### src/rtl/fscm_pkg.sv
// Shared types and constants for the fan speed controller with setpoint menu.
`default_nettype none

package fscm_pkg;

   // Menu positions.
   localparam int MENU_W = 4;
   localparam logic [MENU_W-1:0] MENU_MAN_HOME    = 4'd0;
   localparam logic [MENU_W-1:0] MENU_TOP         = 4'd1;
   localparam logic [MENU_W-1:0] MENU_LIMITS      = 4'd2;
   localparam logic [MENU_W-1:0] MENU_EDIT_MAX    = 4'd3;
   localparam logic [MENU_W-1:0] MENU_LIMIT_MIN   = 4'd4;
   localparam logic [MENU_W-1:0] MENU_EDIT_MIN    = 4'd5;
   localparam logic [MENU_W-1:0] MENU_SOURCE      = 4'd6;
   localparam logic [MENU_W-1:0] MENU_AUTO_LOCAL  = 4'd7;
   localparam logic [MENU_W-1:0] MENU_AUTO_REMOTE = 4'd8;
   localparam logic [MENU_W-1:0] MENU_MAN_LOCAL   = 4'd9;
   localparam logic [MENU_W-1:0] MENU_MAN_REMOTE  = 4'd10;

   // Button codes, in priority order.
   localparam logic [1:0] BTN_ENTER = 2'd0;
   localparam logic [1:0] BTN_UP    = 2'd1;
   localparam logic [1:0] BTN_DOWN  = 2'd2;
   localparam logic [1:0] BTN_NONE  = 2'd3;

   // Switch history code that matches neither switch level.
   localparam logic [1:0] SWITCH_UNSEEN = 2'd2;

   // Register indexes on the configuration port.
   localparam logic CSR_CEILING = 1'b0;
   localparam logic CSR_ENABLE  = 1'b1;

   // Reset values.
   localparam logic signed [15:0] HELD_TEMP_RESET = 16'sd15984;
   localparam logic [7:0] UPPER_RESET   = 8'd70;
   localparam logic [7:0] LOWER_RESET   = 8'd40;
   localparam logic [7:0] CEILING_RESET = 8'd100;
   localparam logic [6:0] ENABLE_RESET  = 7'd5;

   // Widths of the automatic-mode division operands.
   localparam int AUTO_NUM_W = 18;
   localparam int SPAN_W     = 11;

   // Scaling constants. Each reciprocal is exact over the value range it sees.
   localparam int PCT_GAIN    = 101;
   localparam int SPAN_GAIN   = 265;
   localparam int PCT_MAX     = 100;
   localparam int RECIP_100   = 10486;   // x / 100 == (x * RECIP_100) >> 20
   localparam int RECIP_STEP  = 102820;  // 20 * x / 51 == (x * RECIP_STEP) >> 18
   localparam int RECIP_5     = 205;     // x / 5 == (x * RECIP_5) >> 10
   localparam int DUTY_GAIN   = 51;
   localparam int STEP_GAIN   = 5;

   // Commands from the sequencer to the datapath.
   typedef struct packed {
      logic load;
      logic div_start;
      logic mul1;
      logic mul2;
      logic mul3;
      logic mul4;
      logic out_load;
   } dp_cmd_type;

   // Status from the datapath to the sequencer.
   typedef struct packed {
      logic div_done;
   } dp_status_type;

   // Menu and mode state as shown on the result channel.
   typedef struct packed {
      logic              manual;
      logic [MENU_W-1:0] position;
      logic              remote;
      logic [7:0]        upper;
      logic [7:0]        lower;
      logic [7:0]        edit_upper;
      logic [7:0]        edit_lower;
   } menu_view_type;

endpackage

`default_nettype wire

### src/rtl/fscm_div.sv
// Restoring serial divider, one quotient bit per cycle.
`default_nettype none

module fscm_div #(
   parameter int NUM_W = 19,
   parameter int DEN_W = 11
) (
   input  wire logic             clock,
   input  wire logic             reset,
   input  wire logic             start,
   input  wire logic [NUM_W-1:0] num,
   input  wire logic [DEN_W-1:0] den,
   output logic      [NUM_W-1:0] quot,
   output logic                  done
);

   localparam int CNT_W = $clog2(NUM_W + 1);

   logic [NUM_W-1:0] quot_ff, quot_in;
   logic [DEN_W-1:0] rem_ff, rem_in;
   logic [DEN_W-1:0] den_ff, den_in;
   logic [CNT_W-1:0] cnt_ff, cnt_in;
   logic             busy_ff, busy_in;
   logic             done_ff, done_in;
   logic [DEN_W:0]   trial;
   logic             fits;

   // Shift the next numerator bit into the partial remainder and try a subtract.
   assign trial = {rem_ff, quot_ff[NUM_W-1]};
   assign fits  = trial >= {1'b0, den_ff};

   always_comb begin
      quot_in = quot_ff;
      rem_in  = rem_ff;
      den_in  = den_ff;
      cnt_in  = cnt_ff;
      busy_in = busy_ff;
      done_in = 1'b0;
      if (start) begin
         quot_in = num;
         rem_in  = '0;
         den_in  = den;
         cnt_in  = CNT_W'(NUM_W);
         busy_in = 1'b1;
      end else if (busy_ff) begin
         rem_in  = fits ? DEN_W'(trial - {1'b0, den_ff}) : trial[DEN_W-1:0];
         quot_in = {quot_ff[NUM_W-2:0], fits};
         cnt_in  = cnt_ff - CNT_W'(1);
         if (cnt_ff == CNT_W'(1)) begin
            busy_in = 1'b0;
            done_in = 1'b1;
         end
      end
   end

   always_ff @(posedge clock) begin
      if (reset) begin
         busy_ff <= 1'b0;
         done_ff <= 1'b0;
         cnt_ff  <= '0;
      end else begin
         busy_ff <= busy_in;
         done_ff <= done_in;
         cnt_ff  <= cnt_in;
      end
      quot_ff <= quot_in;
      rem_ff  <= rem_in;
      den_ff  <= den_in;
   end

   assign quot = quot_ff;
   assign done = done_ff;

endmodule

`default_nettype wire

### src/rtl/fscm_menu.sv
// Mode tracking, button handling and the setpoint menu state.
`default_nettype none

module fscm_menu
   import fscm_pkg::*;
(
   input  wire logic          clock,
   input  wire logic          reset,
   input  wire logic          accept,
   input  wire logic          mode_switch,
   input  wire logic          enter_button,
   input  wire logic          up_button,
   input  wire logic          down_button,
   input  wire logic [7:0]    ceiling,
   output logic               manual_next,
   output menu_view_type      view
);

   logic [1:0]        sw_seen_ff, sw_seen_in;
   logic              manual_ff, manual_in;
   logic [MENU_W-1:0] state_ff, state_in;
   logic [2:0]        armed_ff, armed_in;
   logic [7:0]        upper_ff, upper_in;
   logic [7:0]        lower_ff, lower_in;
   logic [7:0]        upend_ff, upend_in;
   logic [7:0]        lpend_ff, lpend_in;
   logic              remote_ff, remote_in;

   logic [MENU_W-1:0] state_mode;
   logic [2:0]        level;
   logic [2:0]        armed_lvl;
   logic [2:0]        handled;
   logic [2:0]        act;
   logic [1:0]        btn;
   logic              ent;
   logic              up;

   always_comb begin
      sw_seen_in = sw_seen_ff;
      manual_in  = manual_ff;
      state_mode = state_ff;
      upper_in   = upper_ff;
      lower_in   = lower_ff;
      upend_in   = upend_ff;
      lpend_in   = lpend_ff;
      remote_in  = remote_ff;

      // A switch change moves the mode and pulls the menu into that mode's states.
      if ({1'b0, mode_switch} != sw_seen_ff) begin
         sw_seen_in = {1'b0, mode_switch};
         if (!mode_switch) begin
            manual_in = 1'b0;
            if (state_ff == MENU_MAN_HOME || state_ff == MENU_MAN_LOCAL ||
                state_ff == MENU_MAN_REMOTE) begin
               state_mode = MENU_TOP;
            end
         end else begin
            manual_in = 1'b1;
            if (state_ff >= MENU_TOP && state_ff <= MENU_AUTO_REMOTE) begin
               state_mode = MENU_MAN_HOME;
            end
         end
      end

      // Released buttons re-arm; pick the first armed, pressed and handled one.
      level     = {down_button, up_button, enter_button};
      armed_lvl = armed_ff | level;
      if (manual_in) begin
         if (state_mode == MENU_MAN_HOME) begin
            handled = 3'b001;
         end else if (state_mode == MENU_MAN_LOCAL || state_mode == MENU_MAN_REMOTE) begin
            handled = 3'b111;
         end else begin
            handled = 3'b000;
         end
      end else begin
         handled = (state_mode >= MENU_TOP && state_mode <= MENU_AUTO_REMOTE) ? 3'b111 : 3'b000;
      end
      act = ~level & armed_lvl & handled;
      if (act[0]) begin
         btn = BTN_ENTER;
      end else if (act[1]) begin
         btn = BTN_UP;
      end else if (act[2]) begin
         btn = BTN_DOWN;
      end else begin
         btn = BTN_NONE;
      end

      armed_in = armed_lvl;
      case (btn)
         BTN_ENTER: armed_in[0] = 1'b0;
         BTN_UP:    armed_in[1] = 1'b0;
         BTN_DOWN:  armed_in[2] = 1'b0;
         default:   armed_in = armed_lvl;
      endcase

      ent = btn == BTN_ENTER;
      up  = btn == BTN_UP;

      // Menu action for the chosen button.
      state_in = state_mode;
      if (btn != BTN_NONE) begin
         case (state_mode)
            MENU_MAN_HOME: begin
               if (ent) state_in = MENU_MAN_LOCAL;
            end
            MENU_TOP:       state_in = ent ? MENU_LIMITS : MENU_SOURCE;
            MENU_LIMITS:    state_in = ent ? MENU_EDIT_MAX : MENU_LIMIT_MIN;
            MENU_EDIT_MAX: begin
               if (ent) begin
                  upper_in = upend_ff;
                  state_in = MENU_TOP;
               end else if (up) begin
                  upend_in = (upend_ff >= ceiling) ? ceiling : upend_ff + 8'd1;
               end else begin
                  upend_in = (upend_ff <= lower_ff) ? lower_ff : upend_ff - 8'd1;
               end
            end
            MENU_LIMIT_MIN: state_in = ent ? MENU_EDIT_MIN : MENU_LIMITS;
            MENU_EDIT_MIN: begin
               if (ent) begin
                  lower_in = lpend_ff;
                  state_in = MENU_TOP;
               end else if (up) begin
                  lpend_in = (lpend_ff >= upper_ff) ? upper_ff : lpend_ff + 8'd1;
               end else begin
                  lpend_in = (lpend_ff == 8'd0) ? 8'd0 : lpend_ff - 8'd1;
               end
            end
            MENU_SOURCE:    state_in = ent ? MENU_AUTO_LOCAL : MENU_TOP;
            MENU_AUTO_LOCAL: begin
               if (ent) begin
                  remote_in = 1'b0;
                  state_in  = MENU_TOP;
               end else begin
                  state_in = MENU_AUTO_REMOTE;
               end
            end
            MENU_AUTO_REMOTE: begin
               if (ent) begin
                  remote_in = 1'b1;
                  state_in  = MENU_TOP;
               end else begin
                  state_in = MENU_AUTO_LOCAL;
               end
            end
            MENU_MAN_LOCAL: begin
               if (ent) begin
                  remote_in = 1'b0;
                  state_in  = MENU_MAN_HOME;
               end else begin
                  state_in = MENU_MAN_REMOTE;
               end
            end
            MENU_MAN_REMOTE: begin
               if (ent) begin
                  remote_in = 1'b1;
                  state_in  = MENU_MAN_HOME;
               end else begin
                  state_in = MENU_MAN_LOCAL;
               end
            end
            default: state_in = state_mode;
         endcase
      end
   end

   // State moves once per accepted beat.
   always_ff @(posedge clock) begin
      if (reset) begin
         sw_seen_ff <= SWITCH_UNSEEN;
         manual_ff  <= 1'b0;
         state_ff   <= MENU_MAN_HOME;
         armed_ff   <= 3'b111;
         upper_ff   <= UPPER_RESET;
         lower_ff   <= LOWER_RESET;
         upend_ff   <= UPPER_RESET;
         lpend_ff   <= LOWER_RESET;
         remote_ff  <= 1'b0;
      end else if (accept) begin
         sw_seen_ff <= sw_seen_in;
         manual_ff  <= manual_in;
         state_ff   <= state_in;
         armed_ff   <= armed_in;
         upper_ff   <= upper_in;
         lower_ff   <= lower_in;
         upend_ff   <= upend_in;
         lpend_ff   <= lpend_in;
         remote_ff  <= remote_in;
      end
   end

   assign manual_next     = manual_in;
   assign view.manual     = manual_ff;
   assign view.position   = state_ff;
   assign view.remote     = remote_ff;
   assign view.upper      = upper_ff;
   assign view.lower      = lower_ff;
   assign view.edit_upper = upend_ff;
   assign view.edit_lower = lpend_ff;

endmodule

`default_nettype wire

### src/rtl/fscm_datapath.sv
// Speed datapath: held temperature, percent division, scaling and result register.
`default_nettype none

module fscm_datapath
   import fscm_pkg::*;
#(
   parameter int POT_BITS = 10
) (
   input  wire logic                       clock,
   input  wire logic                       reset,
   input  wire dp_cmd_type                 cmd,
   output dp_status_type                   status,
   input  wire logic signed [12:0]         temperature_q4,
   input  wire logic                       temp_valid,
   input  wire logic        [POT_BITS-1:0] pot_value,
   input  wire logic                       manual_next,
   input  wire menu_view_type              view,
   input  wire logic        [6:0]          enable_percent,
   output logic             [7:0]          pwm_duty,
   output logic             [6:0]          speed_percent,
   output logic                            fan_enable,
   output menu_view_type                   view_out
);

   localparam int NUM_W   = (POT_BITS + 9 > AUTO_NUM_W) ? POT_BITS + 9 : AUTO_NUM_W;
   localparam int DEN_W   = (POT_BITS > SPAN_W) ? POT_BITS : SPAN_W;
   localparam int POT_MAX = (1 << POT_BITS) - 1;

   logic signed [15:0]    held_ff;
   logic                  manual_ff;
   logic [POT_BITS-1:0]   pot_ff;
   logic [7:0]            lo_ff;
   logic [7:0]            hi_ff;
   logic                  fixed_ff;
   logic [6:0]            fixed_pct_ff;
   logic [14:0]           p1_ff;
   logic [8:0]            s_ff;
   logic [6:0]            val_ff;
   logic [4:0]            q5_ff;
   logic [7:0]            duty_ff;
   logic [6:0]            speed_ff;
   logic                  enable_ff;
   menu_view_type         view_ff;

   logic signed [15:0]    lo8;
   logic signed [15:0]    hi8;
   logic signed [15:0]    diff;
   logic [SPAN_W-1:0]     span;
   logic [AUTO_NUM_W-1:0] auto_num;
   logic [NUM_W-1:0]      man_num;
   logic [NUM_W-1:0]      div_num;
   logic [DEN_W-1:0]      div_den;
   logic                  below;
   logic                  above;
   logic                  fixed_in;
   logic [6:0]            fixed_pct_in;
   logic [NUM_W-1:0]      quot;
   logic [6:0]            div_pct;
   logic [6:0]            pct;
   logic [14:0]           auto_scaled;
   logic [28:0]           prod2;
   logic [25:0]           prod3;
   logic [14:0]           prod4;
   logic [9:0]            duty_prod;
   logic [6:0]            val_clamped;

   // Threshold bounds in sixteenths of a degree.
   assign lo8   = signed'({5'd0, lo_ff, 3'd0});
   assign hi8   = signed'({5'd0, hi_ff, 3'd0});
   assign below = held_ff < lo8;
   assign above = held_ff > hi8;
   assign diff  = held_ff - lo8;
   assign span  = {8'(hi_ff - lo_ff), 3'd0};

   // Divider operands for either mode.
   assign auto_num = AUTO_NUM_W'(diff[SPAN_W-1:0]) * AUTO_NUM_W'(PCT_GAIN);
   assign man_num  = NUM_W'(pot_ff) * NUM_W'(SPAN_GAIN);
   assign div_num  = manual_ff ? man_num : NUM_W'(auto_num);
   assign div_den  = manual_ff ? DEN_W'(POT_MAX) : DEN_W'(span);

   // In automatic mode, out-of-range temperatures and a zero span bypass the quotient.
   always_comb begin
      fixed_in     = 1'b0;
      fixed_pct_in = 7'd0;
      if (!manual_ff) begin
         if (below) begin
            fixed_in = 1'b1;
         end else if (above) begin
            fixed_in     = 1'b1;
            fixed_pct_in = 7'(PCT_MAX);
         end else if (span == '0) begin
            fixed_in = 1'b1;
         end
      end
   end

   fscm_div #(
      .NUM_W (NUM_W),
      .DEN_W (DEN_W)
   ) u_div (
      .clock (clock),
      .reset (reset),
      .start (cmd.div_start),
      .num   (div_num),
      .den   (div_den),
      .quot  (quot),
      .done  (status.div_done)
   );

   // Scaling chain, one registered step per command; in manual mode the first two steps pass the quotient through.
   assign div_pct     = (quot > NUM_W'(PCT_MAX)) ? 7'(PCT_MAX) : quot[6:0];
   assign pct         = fixed_ff ? fixed_pct_ff : div_pct;
   assign auto_scaled = 15'(pct) * 15'(SPAN_GAIN);
   assign prod2       = 29'(p1_ff) * 29'(RECIP_100);
   assign prod3       = 26'(s_ff) * 26'(RECIP_STEP);
   assign prod4       = 15'(val_ff) * 15'(RECIP_5);
   assign duty_prod   = 10'(q5_ff) * 10'(DUTY_GAIN);
   assign val_clamped = (val_ff > 7'(PCT_MAX)) ? 7'(PCT_MAX) : val_ff;

   // Held temperature is state and survives between beats.
   always_ff @(posedge clock) begin
      if (reset) begin
         held_ff <= HELD_TEMP_RESET;
      end else if (cmd.load && temp_valid) begin
         held_ff <= 16'(temperature_q4);
      end
   end

   // Working and result registers.
   always_ff @(posedge clock) begin
      if (cmd.load) begin
         manual_ff <= manual_next;
         pot_ff    <= pot_value;
         lo_ff     <= view.lower;
         hi_ff     <= view.upper;
      end
      if (cmd.div_start) begin
         fixed_ff     <= fixed_in;
         fixed_pct_ff <= fixed_pct_in;
      end
      if (cmd.mul1) begin
         p1_ff <= manual_ff ? 15'(quot[8:0]) : auto_scaled;
      end
      if (cmd.mul2) begin
         s_ff <= manual_ff ? p1_ff[8:0] : prod2[28:20];
      end
      if (cmd.mul3) begin
         val_ff <= prod3[24:18];
      end
      if (cmd.mul4) begin
         q5_ff <= prod4[14:10];
      end
      if (cmd.out_load) begin
         duty_ff   <= duty_prod[9:2];
         speed_ff  <= 7'(q5_ff) * 7'(STEP_GAIN);
         enable_ff <= val_clamped >= enable_percent;
         view_ff   <= view;
      end
   end

   assign pwm_duty      = duty_ff;
   assign speed_percent = speed_ff;
   assign fan_enable    = enable_ff;
   assign view_out      = view_ff;

endmodule

`default_nettype wire

### src/rtl/fscm_ctrl.sv
// Sequencer that steps the datapath through one control tick per beat.
`default_nettype none

module fscm_ctrl
   import fscm_pkg::*;
(
   input  wire logic          clock,
   input  wire logic          reset,
   input  wire logic          req_valid,
   output logic               req_stall,
   output logic               rsp_valid,
   input  wire logic          rsp_stall,
   input  wire dp_status_type status,
   output dp_cmd_type         cmd
);

   localparam logic [2:0] ST_IDLE = 3'd0;
   localparam logic [2:0] ST_PREP = 3'd1;
   localparam logic [2:0] ST_DIV  = 3'd2;
   localparam logic [2:0] ST_MUL1 = 3'd3;
   localparam logic [2:0] ST_MUL2 = 3'd4;
   localparam logic [2:0] ST_MUL3 = 3'd5;
   localparam logic [2:0] ST_MUL4 = 3'd6;
   localparam logic [2:0] ST_FIN  = 3'd7;

   logic [2:0] state_ff, state_in;
   logic       rsp_valid_ff, rsp_valid_in;
   logic       out_free;

   // The result register is free when empty or being drained this cycle.
   assign out_free = !rsp_valid_ff || !rsp_stall;

   always_comb begin
      cmd      = '0;
      state_in = state_ff;
      case (state_ff)
         ST_IDLE: begin
            if (req_valid) begin
               cmd.load = 1'b1;
               state_in = ST_PREP;
            end
         end
         ST_PREP: begin
            cmd.div_start = 1'b1;
            state_in      = ST_DIV;
         end
         ST_DIV: begin
            if (status.div_done) state_in = ST_MUL1;
         end
         ST_MUL1: begin
            cmd.mul1 = 1'b1;
            state_in = ST_MUL2;
         end
         ST_MUL2: begin
            cmd.mul2 = 1'b1;
            state_in = ST_MUL3;
         end
         ST_MUL3: begin
            cmd.mul3 = 1'b1;
            state_in = ST_MUL4;
         end
         ST_MUL4: begin
            cmd.mul4 = 1'b1;
            state_in = ST_FIN;
         end
         ST_FIN: begin
            if (out_free) begin
               cmd.out_load = 1'b1;
               state_in     = ST_IDLE;
            end
         end
         default: state_in = ST_IDLE;
      endcase
   end

   // Result beat valid flag.
   assign rsp_valid_in = cmd.out_load | (rsp_valid_ff & rsp_stall);

   always_ff @(posedge clock) begin
      if (reset) begin
         state_ff     <= ST_IDLE;
         rsp_valid_ff <= 1'b0;
      end else begin
         state_ff     <= state_in;
         rsp_valid_ff <= rsp_valid_in;
      end
   end

   assign req_stall = state_ff != ST_IDLE;
   assign rsp_valid = rsp_valid_ff;

endmodule

`default_nettype wire

### src/rtl/fan_speed_controller_with_setpoint_menu_top.sv
// Top level of the fan speed controller with setpoint menu.
//
// Each request beat is one control tick. The block takes one beat at a time: a
// beat is accepted, a setup cycle starts the divider, then the fan percent goes
// through a restoring serial divider that makes one quotient bit per cycle. The
// done flag is registered and handed to the sequencer, then come four scaling
// steps and the result cycle. The next beat is taken in the cycle after the
// result is written to the output register, even if the response side is still
// stalling. A result that is still stalled when the next one is ready holds the
// sequencer in its result cycle. Menu, mode and button state move at the
// acceptance edge; the thresholds used for the speed are those in force before
// any button action of the same tick. Registers: setpoint_ceiling at byte
// address 0, enable_percent at address 4.
`default_nettype none

module fan_speed_controller_with_setpoint_menu_top
   import fscm_pkg::*;
#(
   parameter int POT_BITS = 10
) (
   input  wire logic                       clock,
   input  wire logic                       reset,
   // Request channel.
   input  wire logic                       req_valid,
   output logic                            req_stall,
   input  wire logic signed [12:0]         req_temperature_q4,
   input  wire logic                       req_temp_valid,
   input  wire logic        [POT_BITS-1:0] req_pot_value,
   input  wire logic                       req_mode_switch,
   input  wire logic                       req_enter_button,
   input  wire logic                       req_up_button,
   input  wire logic                       req_down_button,
   // Response channel.
   output logic                            rsp_valid,
   input  wire logic                       rsp_stall,
   output logic             [7:0]          rsp_pwm_duty,
   output logic             [6:0]          rsp_speed_percent,
   output logic                            rsp_fan_enable,
   output logic                            rsp_manual_active,
   output logic             [3:0]          rsp_menu_position,
   output logic                            rsp_remote_source,
   output logic             [7:0]          rsp_upper_threshold,
   output logic             [7:0]          rsp_lower_threshold,
   output logic             [7:0]          rsp_edit_upper,
   output logic             [7:0]          rsp_edit_lower,
   // Configuration port.
   input  wire logic                       csr_psel,
   input  wire logic                       csr_penable,
   input  wire logic                       csr_pwrite,
   input  wire logic        [2:0]          csr_paddr,
   input  wire logic        [31:0]         csr_pwdata,
   output logic             [31:0]         csr_prdata,
   output logic                            csr_pready
);

   logic          csr_index;
   logic [7:0]    ceiling_reg_ff;
   logic [6:0]    enable_reg_ff;
   logic          csr_write;
   logic          accept;
   logic          manual_next;
   dp_cmd_type    cmd;
   dp_status_type status;
   menu_view_type view;
   menu_view_type view_out;

   // Configuration registers, word aligned.
   assign csr_pready = 1'b1;
   assign csr_write  = csr_psel & csr_penable & csr_pwrite & csr_pready;
   assign csr_index  = csr_paddr[2];

   always_ff @(posedge clock) begin
      if (reset) begin
         ceiling_reg_ff <= CEILING_RESET;
         enable_reg_ff  <= ENABLE_RESET;
      end else if (csr_write) begin
         if (csr_index == CSR_CEILING) begin
            ceiling_reg_ff <= csr_pwdata[7:0];
         end else begin
            enable_reg_ff <= csr_pwdata[6:0];
         end
      end
   end

   assign csr_prdata = (csr_index == CSR_ENABLE) ? {25'd0, enable_reg_ff}
                                                  : {24'd0, ceiling_reg_ff};

   assign accept = req_valid & ~req_stall;

   fscm_ctrl u_ctrl (
      .clock     (clock),
      .reset     (reset),
      .req_valid (req_valid),
      .req_stall (req_stall),
      .rsp_valid (rsp_valid),
      .rsp_stall (rsp_stall),
      .status    (status),
      .cmd       (cmd)
   );

   fscm_menu u_menu (
      .clock        (clock),
      .reset        (reset),
      .accept       (accept),
      .mode_switch  (req_mode_switch),
      .enter_button (req_enter_button),
      .up_button    (req_up_button),
      .down_button  (req_down_button),
      .ceiling      (ceiling_reg_ff),
      .manual_next  (manual_next),
      .view         (view)
   );

   fscm_datapath #(
      .POT_BITS (POT_BITS)
   ) u_datapath (
      .clock          (clock),
      .reset          (reset),
      .cmd            (cmd),
      .status         (status),
      .temperature_q4 (req_temperature_q4),
      .temp_valid     (req_temp_valid),
      .pot_value      (req_pot_value),
      .manual_next    (manual_next),
      .view           (view),
      .enable_percent (enable_reg_ff),
      .pwm_duty       (rsp_pwm_duty),
      .speed_percent  (rsp_speed_percent),
      .fan_enable     (rsp_fan_enable),
      .view_out       (view_out)
   );

   assign rsp_manual_active   = view_out.manual;
   assign rsp_menu_position   = view_out.position;
   assign rsp_remote_source   = view_out.remote;
   assign rsp_upper_threshold = view_out.upper;
   assign rsp_lower_threshold = view_out.lower;
   assign rsp_edit_upper      = view_out.edit_upper;
   assign rsp_edit_lower      = view_out.edit_lower;

endmodule

`default_nettype wire

### config.mk
export PLATFORM = sky130hd
export DESIGN_NAME = fan_speed_controller_with_setpoint_menu_top
export DESIGN_NICKNAME = d
export VERILOG_FILES = /design/src/rtl/fscm_pkg.sv /design/src/rtl/fscm_div.sv /design/src/rtl/fscm_menu.sv /design/src/rtl/fscm_datapath.sv /design/src/rtl/fscm_ctrl.sv /design/src/rtl/fan_speed_controller_with_setpoint_menu_top.sv
export SDC_FILE = /design/constraint.sdc
export NUM_CORES = 1
export LEC_CHECK = 0
export ABC_CLOCK_PERIOD_IN_PS = 7500
export BUFFER_PORTS_ARGS = -buffer_cell sky130_fd_sc_hd__buf_2
export CORE_UTILIZATION = 55
export CTS_CLUSTER_DIAMETER = 150
export DETAILED_ROUTE_END_ITERATION = 8
export PLACE_DENSITY = 0.74
export SYNTH_ARGS = -nofsm -noshare
export SYNTH_HDL_FRONTEND = slang
export SYNTH_SLANG_ARGS = --single-unit
### constraint.sdc
create_clock -name clock -period 7.5 [get_ports clock]
set_clock_uncertainty 0.1 [all_clocks]
set_input_delay 0.75 -clock clock [delete_from_list [all_inputs] [get_ports clock]]
set_output_delay 0.75 -clock clock [all_outputs]
set_load 0.005 [all_outputs]
# Word-level counts from Yosys, hierarchy flattened

Cells that the tools add are included.

Mux-type cells: 71
Reduce and logical (&&, ||, !) cells: 33
$add $sub $neg: 8
Multiply operators: 8
Bitwise gates (word level): 13
Equal/unequal tests: 29
$lt $le $gt $ge: 13

Operators by type and width:

| kind                   | count |
|---|---|
| $mux 19                | 3 |
| $mux 8                 | 7 |
| $mux 4                 | 10 |
| $pmux 4 s10            | 1 |
| $mux 3                 | 13 |
| $mul 15x13->28 const B | 1 |
| $mux 7                 | 4 |
| $mux 1                 | 24 |
| $pmux 3 s8             | 1 |
| $mul 9x15->23 const B  | 1 |
| $sub 11x11->11         | 2 |
| $eq 4x4->1 const B     | 5 |
| $gt 19x7->1 const B    | 1 |
| $mul 10x9->19 const B  | 1 |
| $mul 11x7->18 const B  | 1 |
| $mux 9                 | 2 |
| $add 8x1->8 const B    | 2 |
| $eq 4x3->1 const B     | 4 |
| $ge 8x8->1             | 2 |
| $reduce_and 4->1       | 4 |
| $sub 8x1->8 const B    | 2 |
| $gt 15x12->1           | 1 |
| $lt 15x12->1           | 1 |
| $mul 7x8->15 const B   | 1 |
| 47 further kinds       | 81 |

Word-level logic and storage cells: 218
Register bits after elaboration: 250
Output and inout bits: 89
Bits of input ports: 70

# Depth between registers and ports, before layout

Gate-level depths: netlist of run 1.

Word-level depth: 19
Gate-level depth with buffers: 24
Mapped depth without buffers: 24

# Modules after synthesis

From an unflattened synthesis of run 1, not the netlist that was laid out.

Cells, all modules: 2233
Area, all modules: 22150.0 um^2

By module, submodules not included:

| module                                      | seq. area each (um^2) | cells each | times used | area each (um^2) |
|---|---|---|---|---|
| fscm_datapath                               | 3853.7                | 1388       | 1          | 14695.3 |
| fscm_menu                                   | 860.8                 | 492        | 1          | 3688.5 |
| fscm_div                                    | 1261.2                | 222        | 1          | 2562.5 |
| fan_speed_controller_with_setpoint_menu_top | 300.3                 | 100        | 1          | 959.7 |
| fscm_ctrl                                   | 80.1                  | 31         | 1          | 244.0 |

# Least setup slack after synthesis of run 1

No wires, ideal clock.

Kind: reg2reg
From: register u_datapath.p1_ff[8]
To: register u_datapath.s_ff[8], data pin
Path buffers: 0
Stages on the path, launching flop included: 20
Data arrival time: 4.789 ns
Required time: 7.129 ns
Library setup time: 0.271 ns
Path slack: 2.340 ns
Clock period less this slack: 5.160 ns
Path through: edfxtp_1 > ha_1 > inv_1 > fa_1 > inv_1 > fa_1 > inv_1 > fa_1 > fa_1 > inv_1 > ha_1 > nand4_1 > o31ai_1 > a31oi_1 > a21oi_1 > a31oi_1 > o31ai_1 > a21oi_1 > nor4bb_1 > a211oi_1

Longest elaborated chain between the ends: 2

RTL lines:

| what                   | RTL line             | RTL |
|---|---|---|
| from (decl)            | fscm_datapath.sv:36  | `logic [14:0] p1_ff;` |
| from (signal assigned) | fscm_datapath.sv:142 | `p1_ff <= manual_ff ? 15'(quot[8:0]) : auto_scaled;` |
| $mul 15x13->28         | fscm_datapath.sv:114 | `assign prod2 = 29'(p1_ff) * 29'(RECIP_100);` |
| $mux 9 *               | fscm_datapath.sv:145 | `s_ff <= manual_ff ? p1_ff[8:0] : prod2[28:20];` |
| to (signal assigned)   | fscm_datapath.sv:145 |  |
| to (decl)              | fscm_datapath.sv:37  | `logic [8:0] s_ff;` |

Mark *: on every way between the ends. The rest lies on a longest branch, timed or not.
A chain may end at the register's enable or synchronous reset.

# Final worst setup path of run 1

Same ends and word-level chain as after synthesis.

==> results.json, run 1 <==
{
  "hold_class": "input port to flip-flop",
  "synthDistinctLibCells": 79,
  "fmax_mhz": 171,
  "dp_hpwl_mm": 35.5,
  "crit_path_cell_trace": "ha_1, inv_1, fa_1, inv_1, fa_1, inv_1, fa_1, fa_1, inv_1, ha_1, nand4_1, o31ai_1, a31oi_1, a21oi_1, a31oi_1, o31ai_1, a21oi_1, nor4bb_1, a211oi_1",
  "cts_resized": 0,
  "cp_num_buf_inv": 4,
  "first_pass_iters": 5,
  "worstMarginPinSlew_ns": 1.08,
  "initial_core_util_pct": 56.1,
  "grt_pass1_vias": 16200,
  "final_layout_size_suffix_gt1_share_pct": 8.62,
  "netlist_area_sq_um": 21800,
  "async_reset_ff_share_pct": 0,
  "dieHeight_um": 201,
  "layout.nets": 2931,
  "ant_nets": 0,
  "finalMaxSlewViolations": 0,
  "via_count": 16000,
  "diodes": 0,
  "final_area_sq_um": 23600,
  "p_leak_uw": 0.0116,
  "rsz0062_at_grt": "no",
  "area_growth_pct": 8.22,
  "cp-start-kind": "flip-flop",
  "post-cts-setup-buffers": 0,
  "grt_max_degree": 80,
  "clkLatencyLatePin_ns": 0.56,
  "clockRootBuffer": "clkbuf_16",
  "cts.sinks": 241,
  "io_buffers": 107,
  "tns_ns": 0,
  "grt_pass1_wl_mm": 76.5,
  "worstPathRequired_ns": 7.68,
  "wire_per_inst_um": 15.8,
  "power.total_uw": 9220,
  "route.detailed.drc": 0,
  "max-cap-violations": 0,
  "holdWs_ns": 0.274,
  "place_congestion": 0.892,
  "clk_pin_slew_ns": 0.06,
  "status": "complete, no violations",
  "hold_buffers": 0,
  "synth-edff-count": 147,
  "cpPeakStageDelay_ns": 0.60,
  "die_x_um": 201,
  "slew_headroom_pct": 28.0,
  "netlist_instances": 2266,
  "drt_iter0_drc": 781,
  "seq_area_frac_synth_pct": 28.8,
  "htreeDepth": 1,
  "num_io_pins": 159,
  "ys_top_cells_by_area": "ha_1 23%, edfxtp_1 20%, fa_1 11%",
  "cp_data_arrival_time_ns": 6.02,
  "multi_input_area_sq_um": 13800,
  "syn_avg_cell_area_sq_um": 9.64,
  "synth_flop_cell": "edfxtp_1",
  "antenna_found_initial": 0,
  "hold_viol_final": 0,
  "dieArea_sq_um": 40500,
  "wl_mm": 45.5,
  "crit_family": "adder cells",
  "numCtsBuffers": 27,
  "via_per_inst": 5.53,
  "timing.final.crit_share_pct": 77.8,
  "num_rows": 72,
  "p_per_area_nw_per_um2": 390,
  "cts_tree": "yes",
  "grt_overflow": 0,
  "setup_viol": 0,
  "ys_ff_latch": 241,
  "slowest_stage": "edfxtp_1",
  "seqCellArea_sq_um": 6300,
  "grt_usage_pct": 22.8,
  "setup_ws_ns": 1.66,
  "ir_drop_mv": 0.538,
  "r2r_slack_ns": 1.66,
  "clock_path_buffers": 3,
  "synth.most_common_cell": "ha_1",
  "end_kind": "flip-flop",
  "fillers": 3222,
  "fp.coreArea_sq_um": 38900,
  "yosys_warnings": 0,
  "placed_area_sq_um": 22700,
  "synth_common_cells": "401 x ha_1, 378 x inv_1, 162 x nand2_1",
  "fin_crit_ns": 5.84,
  "crit_type": "flip-flop to flip-flop",
  "synth_top_area_share_pct": 23.0,
  "yosys.area.top_type": "ha_1",
  "worstPathMaxFanout": 7,
  "dp_worst_setup_slack_ns": 1.64
}
## stage by stage
| step | utilization [%] | instances |
|---|---|---|
| 2_1_floorplan | - | 2289 |
| 3_3_place_gp | 58.4 | 2834 |
| 3_5_place_dp | 58.4 | 2834 |
| 4_1_cts | 60.8 | 2884 |
| 5_1_grt | 60.8 | 2884 |
| 6_report | 60.8 | 2884 |
## metal layers
layer  vias up  share of wire [%]  routed length (um)  global-route usage, %
met5         -                  0                   0                      0
met4         0                2.5                1140                   6.63
met3        86                3.9                1780                   2.35
met2       345                 49               22400                   40.5
met1      7691                 44               20200                   29.2
li1       7831                  -                   -                      -
## layout make-up
class	count	share of cell area, %
clock buffers	31	2.92
clock inverters	19	1.01
inverters	379	6.02
multi-input cells	1581	58.2
flip-flops and latches	241	26.6
well taps	518	2.74
repair buffers	115	2.52
## where the power goes
group | switching [uW] | internal (uW) | total [uW]
combinational | 3350 | 2550 | 5900
sequential | 204 | 1720 | 1920
clock | 562 | 835 | 1400
total | 4120 | 5100 | 9220
## worst register-to-register path, cell delays in order (launching register included)
cell and delay (ns):
edfxtp_1 0.60, ha_1 0.40, inv_1 0.06, fa_1 0.51
inv_1 0.06, fa_1 0.50, inv_1 0.05, fa_1 0.47
fa_1 0.54, inv_1 0.04, ha_1 0.28, nand4_1 0.11
o31ai_1 0.24, a31oi_1 0.07, a21oi_1 0.38, a31oi_1 0.18
o31ai_1 0.43, a21oi_1 0.20, nor4bb_1 0.30, a211oi_1 0.08
## cells by family (layout without fill, tap and decap cells)
kind of cell	after synthesis	in the layout	share of synthesized area, %
fa+ha+maj	516	516	33.5
simple gates	493	493	10.6
buf+inv	467	544	8.68
compound gates	394	394	11.8
flops	241	241	28.8
xor+xnor	101	101	4.05
mux	52	52	2.44
other cells	2	25	0.0344
## sequential cells by signal, summed over array words and instances (netlist names), 9 cells and up
signal	cells
u_datapath.view_out	38
u_datapath.u_div.den_ff	9
u_datapath.u_div.rem_ff	11
u_datapath.u_div.quot	19
u_datapath.held_ff	14
u_datapath.p1_ff	15
u_datapath.pot_ff	10
u_datapath.s_ff	9
## final timing paths
kind	from	endpoint	cells past startpoint
max reg2reg	u_datapath.p1_ff[8]	u_datapath.s_ff[8]	19
min	req_pot_value[5]	u_datapath.pot_ff[5]	1
min reg2reg	u_menu.remote_ff	u_datapath.view_out[32]	0
max	u_datapath.p1_ff[8]	u_datapath.s_ff[8]	19
## placed cells by master, fill, tap and decap left out, types with 17 or more instances in the layout
master	instances
ha_1	401
inv_1	378
nand2_1	162
edfxtp_1	147
nor2_1	126
fa_1	115
a21oi_1	110
buf_2	107
dfxtp_1	94
o21ai_0	91
xnor2_1	64
mux2i_1	42
nand3_1	40
xor2_1	37
nand2b_1	30
a21o_1	30
nor3_1	29
clkbuf_16	27
conb_1	25
nor2b_1	24
o211ai_1	22
o21a_1	18
and3_1	18
and2_1	17
a211oi_1	17
Power figures use the tool's default switching activity.
==> inputs of run 2 (changes only) <==
ABC_CLOCK_PERIOD_IN_PS = 5600   (was 7500)
clock period = 5.6 ns   (was 7.5 ns; I/O delays follow)
==> run 2 against run 1 <==
Compared with the run above:
- hold slack worse by 0.19 ns
- design area up 0.60%
- non-clock buffer count up 18
- sequential cell count unchanged
- sequential share of layout area down 0.16 points
- sequential power up 34%
- power up 37%
- largest cell class unchanged
- first-iteration DRC count up 12%
- largest power group unchanged
==> results.json, run 2 (synthesized netlist as in run 1, its figures left out) <==
{
  "cp_data_arrival_time_ns": 5.62,
  "htreeDepth": 1,
  "clk_pin_slew_ns": 0.07,
  "layout_commonest_cell": "ha_1",
  "met2_usage_pct": 41.3,
  "clock_path_buffers": 3,
  "grt_use_met1_pct": 29.3,
  "diodes": 0,
  "cpPeakStageDelay_ns": 0.55,
  "area_growth_pct": 8.87,
  "grt_max_degree": 80,
  "via_per_inst": 5.52,
  "die_x_um": 201,
  "dieHeight_um": 201,
  "tns_ns": 0,
  "fin_crit_ns": 5.43,
  "cp-start-kind": "flip-flop",
  "first_pass_iters": 6,
  "slew_headroom_pct": 26.2,
  "p_sw_uw": 5720,
  "io_buffers": 107,
  "dp_hpwl_mm": 36.1,
  "place_congestion": 0.906,
  "finalMaxSlewViolations": 0,
  "intPower_uw": 6930,
  "status": "complete, no violations",
  "slowest_stage": "fa_1",
  "power_frac_seq_pct": 20.3,
  "wl_mm": 47.2,
  "fmax_mhz": 184,
  "hold_buffers": 0,
  "cp_common_cell": "inv_1",
  "numCtsBuffers": 26,
  "final_util_pct": 61.1,
  "fin_cells": 2900,
  "comb_power_share_pct": 64.9,
  "power.total_uw": 12600,
  "num_rows": 72,
  "p_per_area_nw_per_um2": 532,
  "layout.nets": 2948,
  "swShare_pct": 45.2,
  "final_layout_size_suffix_gt1_share_pct": 9.40,
  "crit_type": "flip-flop to flip-flop",
  "timing.final.crit_share_pct": 97.0,
  "dieArea_sq_um": 40500,
  "grt_usage_pct": 23.1,
  "clkPwrFrac_pct": 14.8,
  "drt_iter0_drc": 878,
  "worstPathMaxFanout": 5,
  "setup_viol": 0,
  "worstMarginPinSlew_ns": 1.11,
  "fp.coreArea_sq_um": 38900,
  "placed_area_sq_um": 22800,
  "cts_tree": "yes",
  "ir_drop_mv": 0.744,
  "clkLatencyLatePin_ns": 0.56,
  "worstPathRequired_ns": 5.79,
  "largest_reg_flops": 38,
  "hold_viol_final": 0,
  "busiest_layer": "met2",
  "antenna_found_initial": 0,
  "final_cell_mix": "401 x ha_1, 377 x inv_1, 162 x nand2_1, 147 x edfxtp_1, 126 x nor2_1",
  "initial_core_util_pct": 56.1,
  "num_io_pins": 159,
  "route.detailed.drc": 0,
  "via_count": 16000,
  "hold_class": "input port to flip-flop",
  "dp_cells": 2841,
  "end_kind": "flip-flop",
  "grt_pass1_wl_mm": 77.5,
  "max-cap-violations": 0,
  "p_leak_uw": 0.0117,
  "ant_nets": 0,
  "grt_overflow": 0,
  "final_area_sq_um": 23800,
  "crit_path_cell_trace": "inv_2, ha_1, a21o_1, a21o_1, a21oi_1, o21bai_1, xor2_2, inv_1, fa_1, inv_1, ha_1, inv_1, fa_1, inv_1, ha_1, and3_1, a21oi_1, o31ai_1, o41a_1, a31oi_1, xnor2_1, mux2i_1, o21ai_1",
  "met3_usage_pct": 2.40,
  "wire_per_inst_um": 16.3,
  "grt_pass1_vias": 16200,
  "cts.sinks": 241,
  "clockRootBuffer": "clkbuf_16"
}
==> run 2: cell count changes in the layout (fill, tap and decap cells not counted), sizes merged <==
cell / change
inv: -1
clkinv: +1
bufinv: +1
clkinvlp: -3
buf: +18
==> run 2: path summary, 6_finish.rpt <==
check,startpoint,end,slack [ns],cells past startpoint
hold reg to reg,u_menu.remote_ff,u_datapath.view_out[32],0.35,0
hold / removal,req_pot_value[5],u_datapath.pot_ff[5],0.08,1
setup reg to reg,u_datapath.lo_ff[1],u_datapath.u_div.quot[16],0.17,23
setup / recovery,u_datapath.lo_ff[1],u_datapath.u_div.quot[16],0.17,23
==> run 2: area by class of cell <==
cell class	instances	area, sq um
Fill cell	3250	15100
Multi-Input combinational cell	1581	13800
Sequential cell	241	6300
Inverter	379	1420
Timing Repair Buffer	133	731
Clock buffer	31	669
Tap cell	518	648
Clock inverter	17	245
==> run 2: repair_timing <==
action / in CTS / in global routing
resized for setup: 1 / 5
setup endpoints to repair: 1 / 4
pin swaps: 0 / 2
buffers inserted: 3 / 8
==> run 2: routing by layer <==
metal  wire length, um  vias up
li1                  -     7869
met1             20500     7737
met2             23500      327
met3              1960       79
met4              1200        0
met5                 0        -
==> run 2: worst max-delay path, delay by kind of cell (launching register included) <==
family | cells | cell delay (ns)
fa+ha+maj | 5 | 1.90
buf+inv | 5 | 0.39
compound gates | 9 | 1.67
mux | 1 | 0.12
flops | 1 | 0.44
xor+xnor | 2 | 0.32
simple gates | 1 | 0.21
==> run 2: power by group through the flow <==
stage / Sequential [uW] / Combinational (uW) / Clock, uW
after detailed placement: 2600 / 8030 / 0
after CTS: 2560 / 8200 / 1900
after floorplan: 2490 / 6300 / 0
final: 2570 / 8210 / 1870
after global placement: 2590 / 7640 / 0
after global routing: 2600 / 9440 / 1970
==> run 2: per-stage QoR <==
step           hold slack, ns  setup slack [ns]
2_1_floorplan           0.308             0.440
3_3_place_gp            0.332             0.179
3_5_place_dp            0.324            0.0129
4_1_cts                0.0572            0.0809
5_1_grt                0.0611           -0.0411
6_report               0.0801             0.166
==> inputs of run 3 (changes only) <==
ABC_CLOCK_PERIOD_IN_PS = 6800   (was 5600)
clock period = 6.8 ns   (was 5.6 ns; I/O delays follow)
==> run 3 against run 2 <==
Compared with the run above:
- cell count down 0.48%
- via count decreased by 1.4%
- sequential power decreased by 18%
- combinational power is 21% lower
- die area is the same
- utilization down 0.24 points
- worst setup slack gained 0.84 ns
- maximum frequency decreased by 6.2%
- design area is 0.40% lower
- hold slack better by 0.13 ns
- largest power group unchanged
- highest routed layer unchanged
==> results.json, run 3 (synthesized netlist as in run 1, its figures left out) <==
{
  "status": "complete, no violations",
  "area_growth_pct": 8.44,
  "grt_pass1_vias": 15900,
  "diodes": 0,
  "fmax_mhz": 173,
  "tns_ns": 0,
  "power.total_uw": 10200,
  "hold_class": "input port to flip-flop",
  "num_rows": 72,
  "via_per_inst": 5.47,
  "dieArea_sq_um": 40500,
  "worstMarginPinSlew_ns": 1.03,
  "route.detailed.drc": 0,
  "via_count": 15800,
  "setup_viol": 0,
  "end_kind": "flip-flop",
  "fin_crit_ns": 5.80,
  "num_io_pins": 159,
  "grt_overflow": 0,
  "dp_cells": 2834,
  "post-cts-setup-buffers": 0,
  "wire_per_inst_um": 15.6,
  "dieHeight_um": 201,
  "setup_ws_ns": 1.00,
  "first_pass_iters": 5,
  "dp_hpwl_mm": 35.2,
  "cts.sinks": 241,
  "cp_num_buf_inv": 4,
  "clockRootBuffer": "clkbuf_16",
  "die_x_um": 201,
  "clock_path_buffers": 3,
  "largest_reg_flops": 38,
  "fillers": 3215,
  "hold_buffers": 0,
  "numCtsBuffers": 28,
  "antenna_found_initial": 0,
  "p_leak_uw": 0.0116,
  "cts_tree": "yes",
  "slowest_stage": "edfxtp_1",
  "clkLatencyLatePin_ns": 0.57,
  "fp.coreArea_sq_um": 38900,
  "cp_data_arrival_time_ns": 5.97,
  "max-cap-violations": 0,
  "ir_drop_mv": 0.632,
  "layout.nets": 2932,
  "slew_headroom_pct": 31.5,
  "layout_commonest_cell": "ha_1",
  "rsz0062_at_grt": "no",
  "worstPathRequired_ns": 6.97,
  "finalMaxSlewViolations": 0,
  "wl_mm": 44.9,
  "initial_core_util_pct": 56.1,
  "crit_family": "adder cells",
  "p_per_area_nw_per_um2": 431,
  "htreeDepth": 1,
  "io_buffers": 107,
  "dp_worst_setup_slack_ns": 0.995,
  "worstPathMaxFanout": 7,
  "cts_resized": 0,
  "drt_iter0_drc": 787,
  "ant_nets": 0,
  "final_layout_size_suffix_gt1_share_pct": 8.78,
  "fin_cells": 2886,
  "place_congestion": 0.898,
  "crit_type": "flip-flop to flip-flop",
  "hold_viol_final": 0,
  "grt_usage_pct": 22.4,
  "grt_max_degree": 80,
  "final_cell_mix": "401 x ha_1, 378 x inv_1, 162 x nand2_1, 147 x edfxtp_1, 126 x nor2_1",
  "clk_pin_slew_ns": 0.06,
  "grt_pass1_wl_mm": 75.2,
  "cp-start-kind": "flip-flop",
  "crit_path_cell_trace": "ha_1, inv_1, fa_1, inv_1, fa_1, inv_1, fa_1, inv_1, fa_1, ha_1, a21oi_1, o21ai_0, o21ai_0, a21oi_1, a31oi_1, o31ai_1, a21oi_1, nor4bb_1, a211oi_1",
  "timing.final.crit_share_pct": 85.2,
  "cpPeakStageDelay_ns": 0.56
}
==> run 3: changes by cell type in the layout (fill, tap and decap cells not counted), sizes merged <==
cell,change
clkinv,-2
bufinv,-3
clkbuf,+5
clkinvlp,+1
buf,-18
inv,+3
==> run 3: cell type report <==
cell class                      count  area, sq um  share of cell area (%)
Multi-Input combinational cell   1581        13800                    58.1
Clock inverter                     16          171                   0.724
Sequential cell                   241         6300                    26.6
Timing Repair Buffer              115          596                    2.51
Clock buffer                       36          803                    3.39
Inverter                          379         1420                    6.01
Tap cell                          518          648                    2.74
==> run 3: report_power, final <==
group          switching [uW]  internal, uW  total (uW)
logic                    3710          2810        6520
clock network             620           948        1570
registers                 222          1900        2120
==> run 3: final timing paths <==
check                                     startpoint                 endpoint  slack, ns  cells after the start
worst max-delay path            u_datapath.p1_ff[13]       u_datapath.s_ff[8]       1.00                     19
worst min-delay path                req_pot_value[9]     u_datapath.pot_ff[9]       0.21                      1
worst max register to register  u_datapath.p1_ff[13]       u_datapath.s_ff[8]       1.00                     19
worst min register to register      u_menu.remote_ff  u_datapath.view_out[32]       0.35                      0
==> run 3: layer usage <==
metal	global-route usage [%]	wire [um]	vias up
li1	-	-	7832
met1	28.8	20000	7513
met2	39.0	21700	355
met3	2.75	2080	81
met4	7.06	1200	0
met5	0	0	-
==> run 3: stage by stage <==
stage | area [sq um] | utilization (%) | hold slack (ns)
3_5_place_dp | 22700 | 58.4 | 0.325
3_3_place_gp | 22700 | 58.4 | 0.334
6_report | 23700 | 60.9 | 0.210
2_1_floorplan | 21900 | - | 0.308
4_1_cts | 23700 | 60.9 | 0.191
5_1_grt | 23700 | 60.9 | 0.191
